**src/design/mscs_pkg.sv**
```systemverilog
// ----------------------------------------------------------------------------
// mscs_pkg
// shared types and constants of the marching squares cell segment block
// ----------------------------------------------------------------------------
package mscs_pkg;

    localparam int COORD_W = 32;
    localparam int LEN_W   = 31;
    localparam int MAG_W   = 32;
    localparam int DEN_W   = 33;
    localparam int QUO_W   = 31;
    localparam int PROD_W  = MAG_W + LEN_W;

    localparam logic [1:0] EDGE_TOP    = 2'd0;
    localparam logic [1:0] EDGE_LEFT   = 2'd1;
    localparam logic [1:0] EDGE_RIGHT  = 2'd2;
    localparam logic [1:0] EDGE_BOTTOM = 2'd3;

    typedef struct packed {
        logic [COORD_W-1:0] fixed_coord;
        logic [COORD_W-1:0] base;
        logic               on_y;
        logic [MAG_W-1:0]   mag;
        logic [DEN_W-1:0]   den;
        logic [LEN_W-1:0]   len;
    } endpoint_t;

    typedef struct packed {
        logic      seg_valid;
        logic      saddle;
        logic [3:0] case_idx;
        endpoint_t p0;
        endpoint_t p1;
    } cell_job_t;

    typedef struct packed {
        logic               seg_valid;
        logic               saddle;
        logic [3:0]         case_idx;
        logic [COORD_W-1:0] fixed0;
        logic [COORD_W-1:0] base0;
        logic               on_y0;
        logic [COORD_W-1:0] fixed1;
        logic [COORD_W-1:0] base1;
        logic               on_y1;
    } cell_side_t;

endpackage

```
**src/design/mscs_front.sv**
```systemverilog
// ----------------------------------------------------------------------------
// mscs_front
// classifies corners, picks the crossed edges and prepares the divisions
// ----------------------------------------------------------------------------
module mscs_front
    import mscs_pkg::*;
#(
    parameter int VALUE_WIDTH = 32
)
(
    input  logic               clk,
    input  logic               rst_n,
    input  logic               start,
    output logic               busy,
    input  logic [31:0]        cell_x,
    input  logic [31:0]        cell_y,
    input  logic [31:0]        corner_top_left,
    input  logic [31:0]        corner_top_right,
    input  logic [31:0]        corner_bottom_right,
    input  logic [31:0]        corner_bottom_left,
    input  logic [LEN_W-1:0]   cell_width,
    input  logic [LEN_W-1:0]   cell_height,
    input  logic               fifo_full,
    output logic               push,
    output cell_job_t          job
);

    localparam int CB = (VALUE_WIDTH < 32) ? VALUE_WIDTH : 32;

    logic             valid_reg;
    cell_job_t        job_reg;
    cell_job_t        job_next;
    logic signed [32:0] tl;
    logic signed [32:0] tr;
    logic signed [32:0] br;
    logic signed [32:0] bl;
    logic [3:0]       ci;
    endpoint_t        pt_top;
    endpoint_t        pt_left;
    endpoint_t        pt_right;
    endpoint_t        pt_bottom;
    endpoint_t        pt_none;
    logic [1:0]       e0;
    logic [1:0]       e1;
    logic             seg;
    logic             accept;

    function automatic logic [MAG_W-1:0] mag_of(input logic signed [32:0] v);
        logic [32:0] m;
        m = v[32] ? 33'(-v) : 33'(v);
        return m[MAG_W-1:0];
    endfunction

    function automatic logic [DEN_W-1:0] den_of(input logic signed [32:0] p,
                                                 input logic signed [32:0] q);
        logic signed [33:0] d;
        logic [33:0]        m;
        d = 34'(p) - 34'(q);
        m = d[33] ? 34'(-d) : 34'(d);
        return m[DEN_W-1:0];
    endfunction

    always_comb
    begin
        tl = 33'($signed(corner_top_left[CB-1:0]));
        tr = 33'($signed(corner_top_right[CB-1:0]));
        br = 33'($signed(corner_bottom_right[CB-1:0]));
        bl = 33'($signed(corner_bottom_left[CB-1:0]));
        ci = {(bl > 0), (br > 0), (tr > 0), (tl > 0)};

        pt_top    = '{fixed_coord: cell_y, base: cell_x, on_y: 1'b0,
                      mag: mag_of(tl), den: den_of(tl, tr), len: cell_width};
        pt_left   = '{fixed_coord: cell_x, base: cell_y, on_y: 1'b1,
                      mag: mag_of(tl), den: den_of(tl, bl), len: cell_height};
        pt_right  = '{fixed_coord: cell_x + {1'b0, cell_width}, base: cell_y,
                      on_y: 1'b1, mag: mag_of(tr), den: den_of(tr, br),
                      len: cell_height};
        pt_bottom = '{fixed_coord: cell_y + {1'b0, cell_height}, base: cell_x,
                      on_y: 1'b0, mag: mag_of(bl), den: den_of(bl, br),
                      len: cell_width};
        // zero numerator over unit divisor gives all-zero endpoints
        pt_none   = '{fixed_coord: '0, base: '0, on_y: 1'b0, mag: '0,
                      den: DEN_W'(1), len: '0};

        seg = 1'b1;
        e0  = EDGE_TOP;
        e1  = EDGE_TOP;
        unique case (ci) inside
            4'd1, 4'd14:
            begin
                e0 = EDGE_TOP;
                e1 = EDGE_LEFT;
            end
            4'd2, 4'd13:
            begin
                e0 = EDGE_TOP;
                e1 = EDGE_RIGHT;
            end
            4'd4, 4'd11:
            begin
                e0 = EDGE_BOTTOM;
                e1 = EDGE_RIGHT;
            end
            4'd7, 4'd8:
            begin
                e0 = EDGE_BOTTOM;
                e1 = EDGE_LEFT;
            end
            4'd3, 4'd12:
            begin
                e0 = EDGE_LEFT;
                e1 = EDGE_RIGHT;
            end
            4'd6, 4'd9:
            begin
                e0 = EDGE_TOP;
                e1 = EDGE_BOTTOM;
            end
            default:
            begin
                seg = 1'b0;
            end
        endcase

        job_next.seg_valid = seg;
        job_next.saddle    = (ci == 4'd5) || (ci == 4'd10);
        job_next.case_idx  = ci;
        job_next.p0        = pt_none;
        job_next.p1        = pt_none;
        if (seg)
        begin
            case (e0)
                EDGE_TOP:    job_next.p0 = pt_top;
                EDGE_LEFT:   job_next.p0 = pt_left;
                EDGE_RIGHT:  job_next.p0 = pt_right;
                default:     job_next.p0 = pt_bottom;
            endcase
            case (e1)
                EDGE_TOP:    job_next.p1 = pt_top;
                EDGE_LEFT:   job_next.p1 = pt_left;
                EDGE_RIGHT:  job_next.p1 = pt_right;
                default:     job_next.p1 = pt_bottom;
            endcase
        end
    end

    assign push   = valid_reg && !fifo_full;
    assign busy   = valid_reg && fifo_full;
    assign accept = start && !busy;
    assign job    = job_reg;

    always_ff @(posedge clk or negedge rst_n)
    begin
        if (!rst_n)
        begin
            valid_reg <= 1'b0;
        end
        else if (accept)
        begin
            valid_reg <= 1'b1;
        end
        else if (push)
        begin
            valid_reg <= 1'b0;
        end
    end

    always_ff @(posedge clk)
    begin
        if (accept)
        begin
            job_reg <= job_next;
        end
    end

endmodule

```
**config.mk**
```make
export PLATFORM = sky130hd
export DESIGN_NAME = mscs_front
export DESIGN_NICKNAME = d
export VERILOG_FILES = /design/src/design/mscs_pkg.sv /design/src/design/mscs_front.sv
export SDC_FILE = /design/constraint.sdc
export NUM_CORES = 1
export LEC_CHECK = 0
export BUFFER_PORTS_ARGS = -buffer_cell sky130_fd_sc_hd__buf_4
export CORE_ASPECT_RATIO = 1.5
export CORE_MARGIN = 4
export CORE_UTILIZATION = 43
export DETAILED_ROUTE_END_ITERATION = 10
export MAX_ROUTING_LAYER = met4
export PLACE_DENSITY = 0.66
export SYNTH_ARGS = -nofsm -noshare
export SYNTH_HDL_FRONTEND = slang
export SYNTH_SLANG_ARGS = --single-unit
```
**constraint.sdc**
```tcl
create_clock -name clk -period 17.86 [get_ports clk]
set_clock_uncertainty 0.15 [all_clocks]
set_input_delay 3.572 -clock clk [delete_from_list [all_inputs] [get_ports clk]]
set_output_delay 3.572 -clock clk [all_outputs]
set_load 0.1 [all_outputs]
```
==> reports/results.tsv <==
metric	value	unit
initial antenna violation count	8	
Final WS setup	8311	ps
sequential area share after synthesis	31.09	%
slew margin rel.	20.58	%
H-tree depth	2	
vias in the first global route	31680	
top cells by count, synth	nand2_1, a21oi_1, edfxtp_1, nor2_1, xnor2_1	
DRC viols	0	
Setup TNS Final	0	ps
# hold bufs at CTS	0	
Hold/Removal Path Class	register to register	
post-cts sizing count	0	
syn nets	4261	
Final Setup Violations	0	
fmax	104.7	MHz
Yosys warnings	0	
DP Cell Count	5169	
WS Path Type	input pin to register	
VDD IR max	0.09529	mV
fin cells	5241	
Initial DRC Count	3372	
Post-Route WL	142900	um
CP arrival	9820	ps
die outline area	0.07835	sq mm
post-synthesis async set-or-reset flop share	0.3040	%
Num CTS Buffers	38	
CTS root buffer	clkbuf_16	
element type at the critical path end	register	
CP max stage delay	600	ps
Synth Flop Type	edfxtp_1	
worst slew pin tran	1188	ps
grt ovf	0	
Via density	6.321	
HPWL Detailed	112300	um
Vias	33130	
final net count	4690	
Tmin final	9549	ps
distinct cell type count after synthesis	92	
Mapped Cells	3796	
CP Buf/Inv Count	6	
Core ar.	0.07297	sq mm
status	finished clean	
Detail Route Antenna Nets	0	
post-layout util	52.02	%
Reg clk slew, reported paths	60	ps
Area contributors post-synth	edfxtp_1, ha_1, xnor2_1, a21oi_1, nand2_1	
RSZ-0062 raised after global routing	false	
initial core utilization	43.52	%
synthesized area	0.03176	sq mm
Startpoint Class	input pin	
delay-heaviest family, CP	simple AND/OR/NAND/NOR gates	
Fin. Hold Viols	0	
worst-path maximum fanout	63	
drt first pass iters	6	
routed length per instance	27.27	um
share of layout cells above drive strength 1	17.53	%
largest area contributor in the netlist	edfxtp_1	
Clock Tree Buf Depth	3	
largest net degree at the start of global routing	94	
postcts setup bufs	0	
most frequent cell after synthesis	nand2_1	
IO Count	588	
Yosys top cell area share	31.02	%
max-cap violations	0	
Area growth syn-to-layout	19.53	%
EDFF count, synth	328	
synthesized area per cell	8.366	sq um
Place WS	7791	ps
fin. max-slew vios	0	
port bufs	587	
Largest register FFs	328	
Required @ worst endpoint	18130	ps
Total GRT Usage	35.48	%
Die H	340.8	um
Pwr Density	98.10	mW/mm^2
count of clock tree sinks	329	
Seq cells post-synth	329	
CP Cell Sequence	buf_4, inv_1, ha_1, or3b_2, or4_4, or4_4, or4_4, o31a_1, and2_1, o31a_1, inv_1, ha_4, clkinv_1, buf_4, nand2_2, buf_4, a22oi_1, nor2_1	
clk_lat worst skew	590	ps
Die X	229.9	um
slowest cell on the critical path	buf_4	
GPL Wtd Cong	1.023	
TritonCTS clock tree	done	
wire length of the first global-routing pass	205100	um
number of cell rows	121	
Leak Pwr	0.01522	uW
Tcrit/Tclk final	53.46	%
area by class of cell:
| class | count | area, sq um |
|---|---|---|
| fill | 7084 | 35010 |
| multi-input combinational | 3070 | 20340 |
| sequential | 329 | 9874 |
| timing repair buffer | 618 | 4639 |
| tap | 984 | 1231 |
| clock buffer | 42 | 987.2 |
| inverter | 168 | 633.1 |
| clock inverter | 23 | 239.0 |
| antenna | 7 | 17.52 |
path summary, 6_finish.rpt:
| kind | from | endpoint | slack, ps | cells past startpoint |
|---|---|---|---|---|
| setup / recovery | corner_top_right[1] | job[118] | 8310 | 18 |
| hold / removal | valid_reg | valid_reg | 570 | 2 |
| setup reg to reg | valid_reg | job[284] | 13990 | 5 |
| hold reg to reg | valid_reg | valid_reg | 570 | 2 |
| max in group asynchronous | rst_n | valid_reg | 14890 | 1 |
| min in group asynchronous | rst_n | valid_reg | 2590 | 1 |
per-layer routing:
layer / share of wire, % / vias up / global-route usage, % / routed length [um]
li1: - / 15190 / - / -
met5: 0 / - / - / 0
met1: 34 / 15770 / 36.86 / 49150
met3: 7.1 / 432 / 5.185 / 10090
met2: 48 / 1742 / 59.94 / 69100
met4: 10 / 0 / 28.22 / 14560
logic make-up after synthesis:
kind of cell | synth area share, %
and+or+nand+nor | 18.08
AOI/OAI and AO/OA | 27.89
xor gates and xnor gates | 9.074
muxes | 0.4492
DFF | 31.09
adders and majority gates | 8.298
buffers and inverters | 5.118
through the flow:
step           instance area, sq um  power (uW)  hold WS [ps]
6_report                      37960        3724         566.4
5_1_grt                       37960        3858         603.8
4_1_cts                       37940        3713         557.1
3_5_place_dp                  36720        2906         540.2
3_3_place_gp                  36720        2904         548.9
2_1_floorplan                 31760        2375          1169
placed cells by master, fill, tap and decap left out, types with 26 or more instances in the layout:
master	instances
buf_4	618
nand2_1	405
a21oi_1	335
edfxtp_1	328
nor2_1	323
xnor2_1	232
o21ai_0	211
ha_1	197
inv_1	164
a221oi_1	126
a22oi_1	101
xor2_1	97
a211oi_1	96
a21o_1	79
nand3_1	76
nor3_1	68
o31ai_1	51
nand4_1	42
or3_1	41
clkbuf_16	39
o21a_1	38
and2_1	36
nand2b_1	35
nor4_1	31
a31oi_1	31
o21bai_1	28
o211ai_1	27
and3_1	26
tightest hold or removal path, cell delays in order (launching register included):
cell     delay (ps)
dfrtp_1         350
and2_1          210
or2_2           130
power breakdown:
part	total [uW]	switching (uW)	internal, uW
Clock	804	357	446
Sequential	1010	37.2	971
Combinational	1910	1390	521
(Power assumes the default switching activity.)
