[src/design/mscs_pkg.sv]
// ----------------------------------------------------------------------------
// mscs_pkg
// shared types and constants of the marching squares cell segment block
// ----------------------------------------------------------------------------
package mscs_pkg;

    localparam int COORD_W = 32;
    localparam int LEN_W   = 31;
    localparam int MAG_W   = 32;
    localparam int DEN_W   = 33;
    localparam int QUO_W   = 31;
    localparam int PROD_W  = MAG_W + LEN_W;

    localparam logic [1:0] EDGE_TOP    = 2'd0;
    localparam logic [1:0] EDGE_LEFT   = 2'd1;
    localparam logic [1:0] EDGE_RIGHT  = 2'd2;
    localparam logic [1:0] EDGE_BOTTOM = 2'd3;

    typedef struct packed {
        logic [COORD_W-1:0] fixed_coord;
        logic [COORD_W-1:0] base;
        logic               on_y;
        logic [MAG_W-1:0]   mag;
        logic [DEN_W-1:0]   den;
        logic [LEN_W-1:0]   len;
    } endpoint_t;

    typedef struct packed {
        logic      seg_valid;
        logic      saddle;
        logic [3:0] case_idx;
        endpoint_t p0;
        endpoint_t p1;
    } cell_job_t;

    typedef struct packed {
        logic               seg_valid;
        logic               saddle;
        logic [3:0]         case_idx;
        logic [COORD_W-1:0] fixed0;
        logic [COORD_W-1:0] base0;
        logic               on_y0;
        logic [COORD_W-1:0] fixed1;
        logic [COORD_W-1:0] base1;
        logic               on_y1;
    } cell_side_t;

endpackage

[src/design/mscs_fifo.sv]
// ----------------------------------------------------------------------------
// mscs_fifo
// two-entry queue between classification and interpolation
// ----------------------------------------------------------------------------
module mscs_fifo
    import mscs_pkg::*;
(
    input  logic      clk,
    input  logic      rst_n,
    input  logic      push,
    input  cell_job_t push_data,
    output logic      full,
    output logic      pop,
    output cell_job_t pop_data
);

    cell_job_t  mem [0:1];
    logic       wr_ptr_reg;
    logic       rd_ptr_reg;
    logic [1:0] count_reg;
    logic [1:0] count_next;

    assign full     = (count_reg == 2'd2);
    assign pop      = (count_reg != 2'd0);
    assign pop_data = mem[rd_ptr_reg];

    always_comb
    begin
        count_next = count_reg;
        if (push && !pop)
        begin
            count_next = count_reg + 2'd1;
        end
        else if (pop && !push)
        begin
            count_next = count_reg - 2'd1;
        end
    end

    always_ff @(posedge clk or negedge rst_n)
    begin
        if (!rst_n)
        begin
            wr_ptr_reg <= 1'b0;
            rd_ptr_reg <= 1'b0;
            count_reg  <= 2'd0;
        end
        else
        begin
            count_reg <= count_next;
            if (push)
            begin
                wr_ptr_reg <= ~wr_ptr_reg;
            end
            if (pop)
            begin
                rd_ptr_reg <= ~rd_ptr_reg;
            end
        end
    end

    always_ff @(posedge clk)
    begin
        if (push)
        begin
            mem[wr_ptr_reg] <= push_data;
        end
    end

endmodule

[config.mk]
export PLATFORM = sky130hd
export DESIGN_NAME = mscs_fifo
export DESIGN_NICKNAME = d
export VERILOG_FILES = /design/src/design/mscs_pkg.sv /design/src/design/mscs_fifo.sv
export SDC_FILE = /design/constraint.sdc
export NUM_CORES = 1
export LEC_CHECK = 0
export BUFFER_PORTS_ARGS = -buffer_cell sky130_fd_sc_hd__buf_2
export CORE_AREA = 2 2 256 258
export DETAILED_ROUTE_END_ITERATION = 8
export DIE_AREA = 0 0 258 260
export GPL_TIMING_DRIVEN = 0
export SETUP_SLACK_MARGIN = 0.1
export SLEW_MARGIN = 5
export SYNTH_ARGS = -nofsm -noshare
export SYNTH_HDL_FRONTEND = slang
export SYNTH_SLANG_ARGS = --single-unit
[constraint.sdc]
create_clock -name clk -period 48.8 [get_ports clk]
set_clock_uncertainty 0.1 [all_clocks]
set_input_delay 0 -clock clk [delete_from_list [all_inputs] [get_ports clk]]
set_output_delay 0 -clock clk [all_outputs]
set_load 0.02 [all_outputs]
==> flow_summary.html <==
<table>
<tr><th>Metric</th><th>Value</th></tr>
<tr><th colspan="2">Global route</th></tr>
<tr><td>Global-route wire length before repair</td><td>92500 µm</td></tr>
<tr><td>Initial antenna violation count</td><td>6</td></tr>
<tr><td>Via count of the first global-routing pass</td><td>15.6k</td></tr>
<tr><td>Total global routing track utilization</td><td>0.182</td></tr>
<tr><td>Gr ovfl total</td><td>0</td></tr>
<tr><td>Pin count of the biggest net entering global routing</td><td>60</td></tr>
<tr><th colspan="2">Run</th></tr>
<tr><td>Max cap viols</td><td>0</td></tr>
<tr><th colspan="2">Die</th></tr>
<tr><td>Die X-Extent</td><td>258 µm</td></tr>
<tr><td>Initial core utilization</td><td>0.396</td></tr>
<tr><td>IO Count</td><td>661</td></tr>
<tr><td>Area inside the core boundary</td><td>64100 µm²</td></tr>
<tr><td>Count of standard-cell rows</td><td>93</td></tr>
<tr><td>Height of the chip</td><td>260 µm</td></tr>
<tr><td>Die Outline Area</td><td>67100 µm²</td></tr>
<tr><th colspan="2">Logic synthesis</th></tr>
<tr><td>Library cell with the highest instance count after synthesis</td><td>sky130_fd_sc_hd__edfxtp_1</td></tr>
<tr><td>Share of synthesized area spent on multiplexers</td><td>0.190</td></tr>
<tr><td>Number of enable flip-flop cells after synthesis</td><td>656</td></tr>
<tr><td>Cell accounting for the most synthesized area</td><td>sky130_fd_sc_hd__edfxtp_1</td></tr>
<tr><td>Flip-flop and latch count after synthesis</td><td>660</td></tr>
<tr><td>Avg Cell Area, Syn</td><td>24.5 µm²</td></tr>
<tr><td>Post-synthesis simple-gate area fraction</td><td>0.00103</td></tr>
<tr><td>Unique cell type count in the Yosys netlist</td><td>15</td></tr>
<tr><td>Number of instances in the synthesized netlist</td><td>1037</td></tr>
<tr><td>Post-Synth XOR/XNOR Area</td><td>0.00172</td></tr>
<tr><td>Combined area of all synthesized cells</td><td>25400 µm²</td></tr>
<tr><td>Synthesized-area fraction occupied by adder cells</td><td>0.000492</td></tr>
<tr><td>Dominant combinational cell family by area after synthesis</td><td>multiplexers</td></tr>
<tr><td>Yosys warns</td><td>0</td></tr>
<tr><td>Net count of the mapped netlist</td><td>1369</td></tr>
<tr><td>Proportion of synthesized chip area in sequential cells</td><td>0.779</td></tr>
<tr><td>Fraction of synthesis flops using an asynchronous set or reset pin</td><td>0.00606</td></tr>
<tr><td>Top cells by area in the synthesized netlist</td><td>sky130_fd_sc_hd__edfxtp_1 (77%), sky130_fd_sc_hd__mux2_4 (18%), sky130_fd_sc_hd__buf_12 (2.6%), sky130_fd_sc_hd__mux2_2 (1.1%), sky130_fd_sc_hd__dfrtp_1 (0.39%)</td></tr>
<tr><td>Top post-synthesis cells by count</td><td>sky130_fd_sc_hd__edfxtp_1 (656), sky130_fd_sc_hd__mux2_4 (303), sky130_fd_sc_hd__buf_12 (33)</td></tr>
<tr><td>Fraction of the mapped netlist area in compound gates</td><td>0</td></tr>
<tr><td>Post-synth top flop</td><td>sky130_fd_sc_hd__edfxtp_1</td></tr>
<tr><td>Area share of the largest cell type after synthesis</td><td>0.775</td></tr>
<tr><th colspan="2">Clocking</th></tr>
<tr><td>Clock Tree Buf Depth</td><td>3</td></tr>
<tr><td>TritonCTS clock tree</td><td>done</td></tr>
<tr><td>Clock latency of the later-clocked register in the worst-skew pair</td><td>0.58 ns</td></tr>
<tr><td>Number of buffers added by the clock tree synthesis step</td><td>71</td></tr>
<tr><td>Post-CTS clock slew at the launch and capture registers of the worst setup and hold paths</td><td>0.06 ns</td></tr>
<tr><td>Number of clock sinks</td><td>660</td></tr>
<tr><td>Post-CTS repair timing setup buffer count</td><td>0</td></tr>
<tr><td>Root buf cell</td><td>sky130_fd_sc_hd__clkbuf_16</td></tr>
<tr><td>Number of H-tree levels</td><td>3</td></tr>
<tr><td>Post-CTS Hold Fix Bufs</td><td>417</td></tr>
<tr><td>Number of gates resized after CTS</td><td>0</td></tr>
<tr><th colspan="2">Power</th></tr>
<tr><td>Total net switching power</td><td>0.000673 W</td></tr>
<tr><td>Part of the total power dissipated in sequential elements</td><td>0.370</td></tr>
<tr><td>Leakage</td><td>14.8 nW</td></tr>
<tr><td>Int Pwr</td><td>0.00142 W</td></tr>
<tr><td>Post-route total power</td><td>0.00210 W</td></tr>
<tr><td>Max IR drop VDD</td><td>37.8 µV</td></tr>
<tr><td>Relative contribution of combinational cells to total power</td><td>0.385</td></tr>
<tr><td>Fraction of power consumed by the clock network</td><td>0.245</td></tr>
<tr><td>Pwr dens</td><td>57.2 nW/µm²</td></tr>
<tr><td>Sw frac</td><td>0.321</td></tr>
<tr><th colspan="2">STA</th></tr>
<tr><td>Smallest setup slack after layout</td><td>46.39 ns</td></tr>
<tr><td>Slew Viols, Final</td><td>0</td></tr>
<tr><td>Sum of negative setup slack</td><td>0 ns</td></tr>
<tr><td>Final setup viols</td><td>0</td></tr>
<tr><td>Final-report hold violation count</td><td>0</td></tr>
<tr><td>Worst hold slack across all endpoints</td><td>0.0374 ns</td></tr>
<tr><td>Rel. slew slack</td><td>0.626</td></tr>
<tr><td>Final worst-path cycle share</td><td>0.0493</td></tr>
<tr><td>Transition time at the pin with the least slew margin</td><td>0.559 ns</td></tr>
<tr><td>Timing-limited maximum frequency</td><td>416 MHz</td></tr>
<tr><td>Shortest period the worst path allows</td><td>2.41 ns</td></tr>
<tr><td>RSZ-0062 raised after global routing</td><td>no</td></tr>
<tr><th colspan="2">Placement</th></tr>
<tr><td>Final weighted congestion in routability-driven placement</td><td>0.807</td></tr>
<tr><td>I/O Buffers</td><td>660</td></tr>
<tr><td>Pre-CTS setup slack</td><td>46.36 ns</td></tr>
<tr><td>Half-perimeter wire length after placement</td><td>42900 µm</td></tr>
<tr><th colspan="2">Cells and area</th></tr>
<tr><td>Nets@finish</td><td>2538</td></tr>
<tr><td>Layout cell share with drive strength beyond 1</td><td>0.506</td></tr>
<tr><td>Area growth from synthesis to layout</td><td>44.1%</td></tr>
<tr><td>Flip-flop count of the largest register, all copies and words added</td><td>656</td></tr>
<tr><td>Total of fill cells in the finished design</td><td>4884</td></tr>
<tr><th colspan="2">Hold path</th></tr>
<tr><td>Number of instances on the worst hold path</td><td>2</td></tr>
<tr><td>Min-Delay Startpoint</td><td>push_data[68]</td></tr>
<tr><td>Worst min path class</td><td>in -&gt; reg</td></tr>
<tr><td>Endpoint of the worst hold-timing path</td><td>mem[0][68]$_DFFE_PP_</td></tr>
<tr><th colspan="2">Critical path</th></tr>
<tr><td>Critical path startpoint category</td><td>flop</td></tr>
<tr><td>Capture point of the worst reg-to-reg path</td><td>mem[1][212]$_DFFE_PP_</td></tr>
<tr><td>Worst Reg2Reg Path Length in Cells</td><td>4</td></tr>
<tr><td>WP data arrival</td><td>2.54 ns</td></tr>
<tr><td>CP endpoint kind</td><td>flop</td></tr>
<tr><td>Maximum net fanout on the critical path</td><td>59</td></tr>
<tr><td>CP Launch Point</td><td>wr_ptr_reg$_DFFE_PN0P_</td></tr>
<tr><td>Kind of critical path</td><td>reg -&gt; reg</td></tr>
<tr><td>Worst reg2reg setup slack</td><td>46.39 ns</td></tr>
<tr><td>R2R Path Start</td><td>wr_ptr_reg$_DFFE_PN0P_</td></tr>
<tr><td>Required time at the endpoint of the critical path</td><td>48.94 ns</td></tr>
<tr><th colspan="2">Route</th></tr>
<tr><td>Mean routed wirelength per cell</td><td>20.2 µm</td></tr>
<tr><td>Number of detailed-routing iterations run before antenna repair</td><td>4</td></tr>
<tr><td>Sum of routed wire length over all layers</td><td>63100 µm</td></tr>
<tr><td>Drt first-iter violations</td><td>726</td></tr>
<tr><td>Via-per-instance ratio</td><td>4.60</td></tr>
<tr><td>Total via count after detailed routing</td><td>14.3k</td></tr>
<tr><td>Remaining design rule violation count</td><td>0</td></tr>
<tr><td>Antenna-violating nets left</td><td>0</td></tr>
<tr><th colspan="2">Outcome</th></tr>
<tr><td>Outcome</td><td>finished, final reports clean</td></tr>
</table>
worst max-delay path, stage by stage, from the launching register on:
cell and delay (ns):
sky130_fd_sc_hd__dfrtp_1 0.43, sky130_fd_sc_hd__and2_4 0.53, sky130_fd_sc_hd__buf_12 0.31, sky130_fd_sc_hd__buf_16 0.27, sky130_fd_sc_hd__buf_16 0.31
cell families (layout without fill, tap and decap cells):
family | count (synthesis) | in the layout
XOR/XNOR | 5 | 5
buffers and inverters | 38 | 1258
adder cells (fa/ha/maj) | 1 | 1
other | 0 | 5
multiplexers | 328 | 328
AND/OR/NAND/NOR | 5 | 5
flip-flops | 660 | 660
power by group through the flow:
stage               registers, W  clock network, W  logic, W
floorplan               0.000838                 0  0.000540
global placement        0.000877                 0  0.000758
detailed placement      0.000787                 0  0.000786
CTS                     0.000776          0.000529  0.000816
global route            0.000784          0.000549  0.000845
finish                  0.000776          0.000514  0.000806
per-layer routing:
| layer | global-route usage | routed length, µm |
|---|---|---|
| met4 | 0.0890 | 2640 |
| met2 | 0.330 | 33700 |
| met5 | 0 | 11 |
| met1 | 0.200 | 22700 |
| met3 | 0.0448 | 3980 |
cells in the final DEF, fill, tap and decap left out, types with 3 or more instances in the layout:
cell                              n
sky130_fd_sc_hd__mux2_2          25
sky130_fd_sc_hd__buf_12          44
sky130_fd_sc_hd__dfrtp_1          4
sky130_fd_sc_hd__diode_2          5
sky130_fd_sc_hd__clkinv_1        15
sky130_fd_sc_hd__clkbuf_16       71
sky130_fd_sc_hd__buf_2          661
sky130_fd_sc_hd__mux2_4         303
sky130_fd_sc_hd__clkinvlp_4       3
sky130_fd_sc_hd__clkbuf_1        14
sky130_fd_sc_hd__dlygate4sd3_1  417
sky130_fd_sc_hd__inv_6            3
sky130_fd_sc_hd__clkinv_2         9
sky130_fd_sc_hd__bufinv_16        6
sky130_fd_sc_hd__clkinv_8         3
sky130_fd_sc_hd__xor2_1           3
sky130_fd_sc_hd__buf_16           8
sky130_fd_sc_hd__edfxtp_1       656
worst max path at each step:
| stage | end | slack (ns) | cells after the start |
|---|---|---|---|
| after floorplan | mem[0][0]$_DFFE_PP_ | 32.79 | 1 |
| after global placement | mem[0][253]$_DFFE_PP_ | 23.91 | 1 |
| after detailed placement | mem[1][206]$_DFFE_PP_ | 46.36 | 4 |
| after CTS | mem[1][212]$_DFFE_PP_ | 46.35 | 4 |
| after global routing | mem[1][126]$_DFFE_PP_ | 46.27 | 4 |
| final | mem[1][212]$_DFFE_PP_ | 46.39 | 4 |
area by class of cell:
class / count / area, µm² / area share
flip-flops and latches: 660 / 19800 / 0.540
plain buffers: 37 / 703 / 0.0192
inverters: 1 / 3.75 / 0.000102
multi-input cells: 339 / 4920 / 0.134
clock buffers: 85 / 1830 / 0.0499
repair buffers: 1096 / 7920 / 0.216
diodes: 5 / 12.5 / 0.000342
clock inverters: 39 / 379 / 0.0103
well taps: 855 / 1070 / 0.0292
per-stage QoR:
step                       util  cells  area [µm²]
after CTS                 0.571   3112       36600
after detailed placement  0.472   2571       30200
after floorplan               -   1037       25400
after global routing      0.571   3117       36600
final                     0.571   3117       36600
after global placement    0.465   2552       29800
No activity file was read; power rests on OpenSTA's default activity.
